<file path="src/rtl/core/sphav_pkg.sv">
// Shared types, constants and fixed-point helpers of the SPH artificial viscosity block.
`timescale 1ns / 1ps

package sphav_pkg;

    localparam int PARTICLE_COUNT_DEF = 1024;
    localparam int DIMENSIONS_DEF     = 2;
    localparam int MAX_DIM            = 3;

    localparam int DATA_W   = 32;
    localparam int GAIN_W   = 20;
    localparam int INDEX_W  = 10;
    localparam int SEL_W    = 4;
    localparam int CFG_IDX_W = 2;

    localparam logic [GAIN_W-1:0] GAIN_RESET = 20'd163840;

    // 0.01 in Q16.16
    localparam logic signed [DATA_W-1:0] SOFT_Q = 32'sd655;

    localparam logic [1:0] ACT_WRITE = 2'd0;
    localparam logic [1:0] ACT_PAIR  = 2'd1;
    localparam logic [1:0] ACT_READ  = 2'd2;
    localparam logic [1:0] ACT_NOP   = 2'd3;

    localparam logic [CFG_IDX_W-1:0] CFG_LINEAR_GAIN    = 2'd0;
    localparam logic [CFG_IDX_W-1:0] CFG_QUADRATIC_GAIN = 2'd1;

    localparam logic [SEL_W-1:0] ATTR_VEL    = 4'd0;
    localparam logic [SEL_W-1:0] ATTR_POS    = 4'd3;
    localparam logic [SEL_W-1:0] ATTR_H      = 4'd6;
    localparam logic [SEL_W-1:0] ATTR_C      = 4'd7;
    localparam logic [SEL_W-1:0] ATTR_RHO    = 4'd8;
    localparam logic [SEL_W-1:0] ATTR_MASS   = 4'd9;
    localparam logic [SEL_W-1:0] ATTR_ACC    = 4'd10;
    localparam logic [SEL_W-1:0] ATTR_ENERGY = 4'd13;
    localparam logic [SEL_W-1:0] ATTR_SPARE0 = 4'd14;
    localparam logic [SEL_W-1:0] ATTR_SPARE1 = 4'd15;

    typedef struct packed {
        logic [1:0]                action;
        logic [INDEX_W-1:0]        first_index;
        logic [INDEX_W-1:0]        second_index;
        logic [SEL_W-1:0]          attribute_select;
        logic signed [DATA_W-1:0]  attribute_value;
        logic signed [DATA_W-1:0]  kernel_gradient_x;
        logic signed [DATA_W-1:0]  kernel_gradient_y;
        logic signed [DATA_W-1:0]  kernel_gradient_z;
    } t_in_word;

    typedef struct packed {
        logic signed [DATA_W-1:0]  read_value;
        logic                      pair_approaching;
        logic                      saturated;
    } t_out_word;

    // {clip, value}: clamp to signed 32 bits
    function automatic logic [32:0] sat32(input logic signed [65:0] x);
        if (x > 66'sd2147483647) begin
            return {1'b1, 32'h7FFF_FFFF};
        end else if (x < -66'sd2147483648) begin
            return {1'b1, 32'h8000_0000};
        end else begin
            return {1'b0, x[31:0]};
        end
    endfunction

    // Q16.16 product: floor shift then clamp
    function automatic logic [32:0] qsat(input logic signed [63:0] p);
        return sat32(66'(p >>> 16));
    endfunction

    function automatic logic signed [31:0] avg2(input logic signed [31:0] a,
                                                input logic signed [31:0] b);
        logic signed [32:0] s;
        s = 33'(a) + 33'(b);
        return 32'(s >>> 1);
    endfunction

endpackage

</file>
<file path="src/rtl/core/sphav_div.sv">
// Bit-serial signed divider, truncating, with clamped 32-bit quotient.
`timescale 1ns / 1ps

module sphav_div
    import sphav_pkg::*;
(
    input  logic                     i_clk,
    input  logic                     i_rst_n,
    input  logic                     i_start,
    input  logic signed [63:0]       i_num,
    input  logic signed [DATA_W-1:0] i_den,
    output logic                     o_done,
    output logic signed [DATA_W-1:0] o_quot,
    output logic                     o_clip
);

    localparam int STEPS = 64;
    localparam int CW    = $clog2(STEPS);

    logic          r_busy;
    logic          r_done;
    logic [CW-1:0] r_cnt;
    logic [63:0]   r_q;
    logic [31:0]   r_rem;
    logic [31:0]   r_dmag;
    logic          r_neg;
    logic          r_nneg;
    logic          r_nzero;
    logic          r_dzero;

    logic [32:0]   trial;
    logic [32:0]   diff;
    logic          ge;

    assign trial = {r_rem, r_q[63]};
    assign diff  = trial - {1'b0, r_dmag};
    assign ge    = (trial >= {1'b0, r_dmag});

    always_ff @(posedge i_clk) begin
        if (!i_rst_n) begin
            r_busy <= 1'b0;
            r_done <= 1'b0;
            r_cnt  <= '0;
        end else begin
            r_done <= 1'b0;
            if (i_start) begin
                r_busy <= 1'b1;
                r_cnt  <= '0;
            end else if (r_busy) begin
                r_cnt <= r_cnt + CW'(1);
                if (r_cnt == CW'(STEPS - 1)) begin
                    r_busy <= 1'b0;
                    r_done <= 1'b1;
                end
            end
        end
    end

    always_ff @(posedge i_clk) begin
        if (i_start) begin
            r_q     <= i_num[63] ? 64'(-i_num) : 64'(i_num);
            r_rem   <= '0;
            r_dmag  <= i_den[31] ? 32'(-i_den) : 32'(i_den);
            r_neg   <= i_num[63] ^ i_den[31];
            r_nneg  <= i_num[63];
            r_nzero <= (i_num == 64'sd0);
            r_dzero <= (i_den == 32'sd0);
        end else if (r_busy) begin
            r_rem <= ge ? diff[31:0] : trial[31:0];
            r_q   <= {r_q[62:0], ge};
        end
    end

    always_comb begin
        o_clip = 1'b0;
        if (r_dzero) begin
            if (r_nzero) begin
                o_quot = '0;
            end else begin
                o_clip = 1'b1;
                o_quot = r_nneg ? 32'sh8000_0000 : 32'sh7FFF_FFFF;
            end
        end else if (r_neg) begin
            if (r_q > 64'h8000_0000) begin
                o_clip = 1'b1;
                o_quot = 32'sh8000_0000;
            end else begin
                o_quot = $signed(-r_q[31:0]);
            end
        end else begin
            if (r_q > 64'h7FFF_FFFF) begin
                o_clip = 1'b1;
                o_quot = 32'sh7FFF_FFFF;
            end else begin
                o_quot = $signed(r_q[31:0]);
            end
        end
    end

    assign o_done = r_done;

endmodule

</file>
<file path="config.mk">
export PLATFORM = sky130hd
export DESIGN_NAME = sphav_div
export DESIGN_NICKNAME = d
export VERILOG_FILES = /design/src/rtl/core/sphav_pkg.sv /design/src/rtl/core/sphav_div.sv
export SDC_FILE = /design/constraint.sdc
export NUM_CORES = 1
export LEC_CHECK = 0
export ABC_AREA = 1
export BUFFER_PORTS_ARGS = -buffer_cell sky130_fd_sc_hd__buf_2
export CORE_MARGIN = 2
export CORE_UTILIZATION = 24
export CTS_BUF_LIST = sky130_fd_sc_hd__clkbuf_8
export CTS_CLUSTER_SIZE = 24
export DETAILED_ROUTE_END_ITERATION = 6
export GPL_TIMING_DRIVEN = 0
export HOLD_SLACK_MARGIN = 0.06
export SYNTH_ARGS = -nofsm -noshare
export SYNTH_HDL_FRONTEND = slang
export SYNTH_SLANG_ARGS = --single-unit
export TNS_END_PERCENT = 100
</file>
<file path="constraint.sdc">
create_clock -name i_clk -period 3.4 [get_ports i_clk]
set_input_delay 0.17 -clock i_clk [delete_from_list [all_inputs] [get_ports i_clk]]
set_output_delay 0.17 -clock i_clk [all_outputs]
set_load 0.005 [all_outputs]
</file>
==> results_dict.tcl <==
set metrics [dict create \
    grt_use_met3_pct 2.16 \
    drive_gt1_share_pct 10.4 \
    die-area_sq_um 56700 \
    regArea_sq_um 3800 \
    p_per_area_nw_per_um2 309 \
    htreeDepth 4 \
    crit_fanout 10 \
    rsz0062_at_grt "no" \
    cts_root_buffer "clkbuf_8" \
    setup_tns_ns 0 \
    pre_cts_slack_ns 0.536 \
    maxSlewViolCount 0 \
    cts_made_buffers 17 \
    core_sq_um 54000 \
    synthArstFlopShare_pct 0 \
    leakagePower_nw 7.37 \
    finalWorstSetupSlack_ns 0.326 \
    grt_pass1_wl_um 70800 \
    period_needed_ns 3.07 \
    grt_max_degree 66 \
    synth_area_sq_um 13200 \
    crit_type "reg2out" \
    finalWeightedCongestion 0.966 \
    mostFrequentLayoutCells "717 x nand2_1, 294 x inv_1, 244 x nor2_1" \
    synth-edff-count 100 \
    tightest_slew_ns 0.969 \
    hold_path_end "r_q[59]$_DFFE_PP_" \
    ys.flop_type "edfxtp_1" \
    mostFrequentLayoutCell "nand2_1" \
    status "finished clean" \
    cap_violations 0 \
    r2r-start "r_q[63]$_DFFE_PP_" \
    synth_top_cell_by_area "edfxtp_1" \
    drt-total-wl_um 45700 \
    area_growth_pct 17.3 \
    cts_tree "built" \
    synth_fp_nets 2263 \
    hp-class "in2reg" \
    grt_usage_pct 15.9 \
    worstPathRequired_ns 3.23 \
    slew_headroom_pct 35.4 \
    drtPass1Iterations 6 \
    yosys.area.top_type_share_pct 22.8 \
    die_w_um 238 \
    ys_seq_area_share_pct 28.9 \
    fp.dieH_um 238 \
    crit_arrival_ns 2.90 \
    insertion_delay_ns 0.50 \
    whs_ns 0.102 \
    io_buffers 131 \
    hp-start "i_num[59]" \
    final-setup-viol-count 0 \
    grt.overflow.total 0 \
    worstPathCellList "inv_1 > ha_1 > nand3_2 > nor2_4 > nand2_2 > nor2_2 > nand2_2 > nand2_4 > nand2_4 > buf_6 > o21ai_1 > nand2_1 > nand2_1 > buf_2" \
    syn_inst 2127 \
    start_kind "register" \
    postCtsSetupBuffers 0 \
    rows 85 \
    gr-usage-met2_pct 25.7 \
    post-dp-hpwl_um 37700 \
    antenna_cells 0 \
    routed_via_density 4.61 \
    avgSynthCellArea_sq_um 6.19 \
    skew_ns 0.0250 \
    num-nets-final 2441 \
    clock.fmax_mhz 325 \
    ys_warn_count 0 \
    reg2reg_depth 15 \
    ys_types 47 \
    antenna_found_initial 0 \
    grt_pass1_vias 13000 \
    critPathSlowestCell "edfxtp_1" \
    use_met1_pct 21.4 \
    io_pins 133 \
    endpoint_kind "output port" \
    num-fill-cells 6148 \
    multi_input_area_sq_um 7910 \
    ant_nets 0 \
    clkTransAtPathRegs_ns 0.08 \
    cp_slowest_stage_delay_ns 0.41 \
    drc_errors 0 \
    wire_per_inst_um 15.2 \
    clk_path_buf_depth 2 \
    cts_hold_buf 27 \
    busiest_layer "met2" \
    hold_violations 0 \
    vias 13900 \
    initial_utilization_pct 24.4 \
    irDropWorstVdd_uv 237 \
    ys_ff_latch 140 \
    drtIter0Drc 1166 \
    timing.final.crit_share_pct 90.4 \
    cts_sinks 140 \
    whs_path_depth 4 \
    ctsResizeCount 0 \
    r2r-end "r_rem[24]$_SDFFE_PP0P_" \
    reg2reg_slack_ns 1.03 \
    yosys-top-cells-area "edfxtp_1 23%, nand2_1 20%, inv_1 8.4%, nand3_1 7.2%, nor2_1 7.0%" \
]
[cells by family (layout without fill, tap and decap cells)]
| logic type | count (synthesis) | in the layout | synth area share (%) |
|---|---|---|---|
| simple gates | 1291 | 1291 | 42.4 |
| buf+inv | 368 | 559 | 11.0 |
| compound gates | 200 | 200 | 8.08 |
| flops | 140 | 140 | 28.9 |
| xor+xnor | 91 | 91 | 6.06 |
| fa+ha+maj | 37 | 37 | 3.57 |
[power breakdown]
group	switching (mW)	total, mW	internal (mW)
logic	0.752	1.13	0.380
registers	0.112	2.11	2.00
clock network	0.723	1.54	0.812
total	1.59	4.78	3.19
[worst max-delay path by stage]
stage	cells after the start	end	startpoint
global placement	5	r_q[53]$_DFFE_PP_	i_start
floorplan	4	r_q[0]$_DFFE_PP_	i_start
CTS	14	o_quot[21]	r_q[0]$_DFFE_PP_
global route	14	o_quot[21]	r_q[0]$_DFFE_PP_
detailed placement	6	r_q[52]$_DFFE_PP_	i_start
finish	14	o_quot[21]	r_q[0]$_DFFE_PP_
[metal layers]
metal / up-vias / part of all wire [%]
li1: 7133 / -
met1: 6246 / 46
met2: 454 / 45
met3: 75 / 6.0
met4: 0 / 3.2
met5: - / 0
[worst max-delay path: cells and delay by family (launching register included)]
kind | cells | cell delay [ns]
AO/OA/AOI/OAI | 1 | 0.19
AND/OR/NAND/NOR | 9 | 1.03
adder cells (fa/ha/maj) | 1 | 0.29
buffers and inverters | 3 | 0.50
flip-flops | 1 | 0.41
[cells in the mapped netlist (3+ instances only)]
| master | count |
|---|---|
| a21oi_1 | 29 |
| a31oi_1 | 16 |
| and2_1 | 3 |
| buf_1 | 5 |
| buf_2 | 9 |
| buf_6 | 7 |
| clkbuf_1 | 35 |
| clkinv_1 | 6 |
| dfxtp_1 | 40 |
| edfxtp_1 | 100 |
| ha_1 | 36 |
| inv_1 | 294 |
| inv_2 | 11 |
| nand2_1 | 717 |
| nand2_2 | 8 |
| nand2_4 | 3 |
| nand3_1 | 189 |
| nand3_2 | 5 |
| nand3b_1 | 21 |
| nand4_1 | 31 |
| nor2_1 | 244 |
| nor2_2 | 13 |
| nor2_4 | 7 |
| nor3_1 | 29 |
| nor3b_1 | 3 |
| nor4_1 | 4 |
| o211ai_1 | 6 |
| o21ai_0 | 105 |
| o21ai_1 | 33 |
| o21bai_1 | 5 |
| or2_2 | 3 |
| xnor2_1 | 24 |
| xor2_1 | 67 |
[per-stage QoR]
| stage | area (sq um) | power, mW | util (%) | instances |
|---|---|---|---|---|
| 2_1_floorplan | 13200 | 2.79 | - | 2127 |
| 3_3_place_gp | 14700 | 3.24 | 27.2 | 2954 |
| 3_5_place_dp | 14700 | 3.24 | 27.2 | 2955 |
| 4_1_cts | 15400 | 4.81 | 28.6 | 3014 |
| 5_1_grt | 15400 | 5.03 | 28.6 | 3014 |
| 6_report | 15400 | 4.78 | 28.6 | 3014 |
[cell type report]
| cell class | count | area share (%) |
|---|---|---|
| Sequential cell | 140 | 24.6 |
| Buffer | 57 | 1.85 |
| Tap cell | 696 | 5.64 |
| Multi-Input combinational cell | 1619 | 51.2 |
| Clock inverter | 15 | 1.36 |
| Inverter | 311 | 7.56 |
| Clock buffer | 17 | 1.52 |
| Timing Repair Buffer | 159 | 6.18 |
[sequential cells by signal, summed over array words and instances, names as in the netlist]
signal	cells
r_dzero	1
r_rem	32
r_dmag	32
r_neg	1
r_q	64
r_nneg	1
o_done	1
r_cnt	6
r_nzero	1
r_busy	1
(Power assumes the default switching activity.)
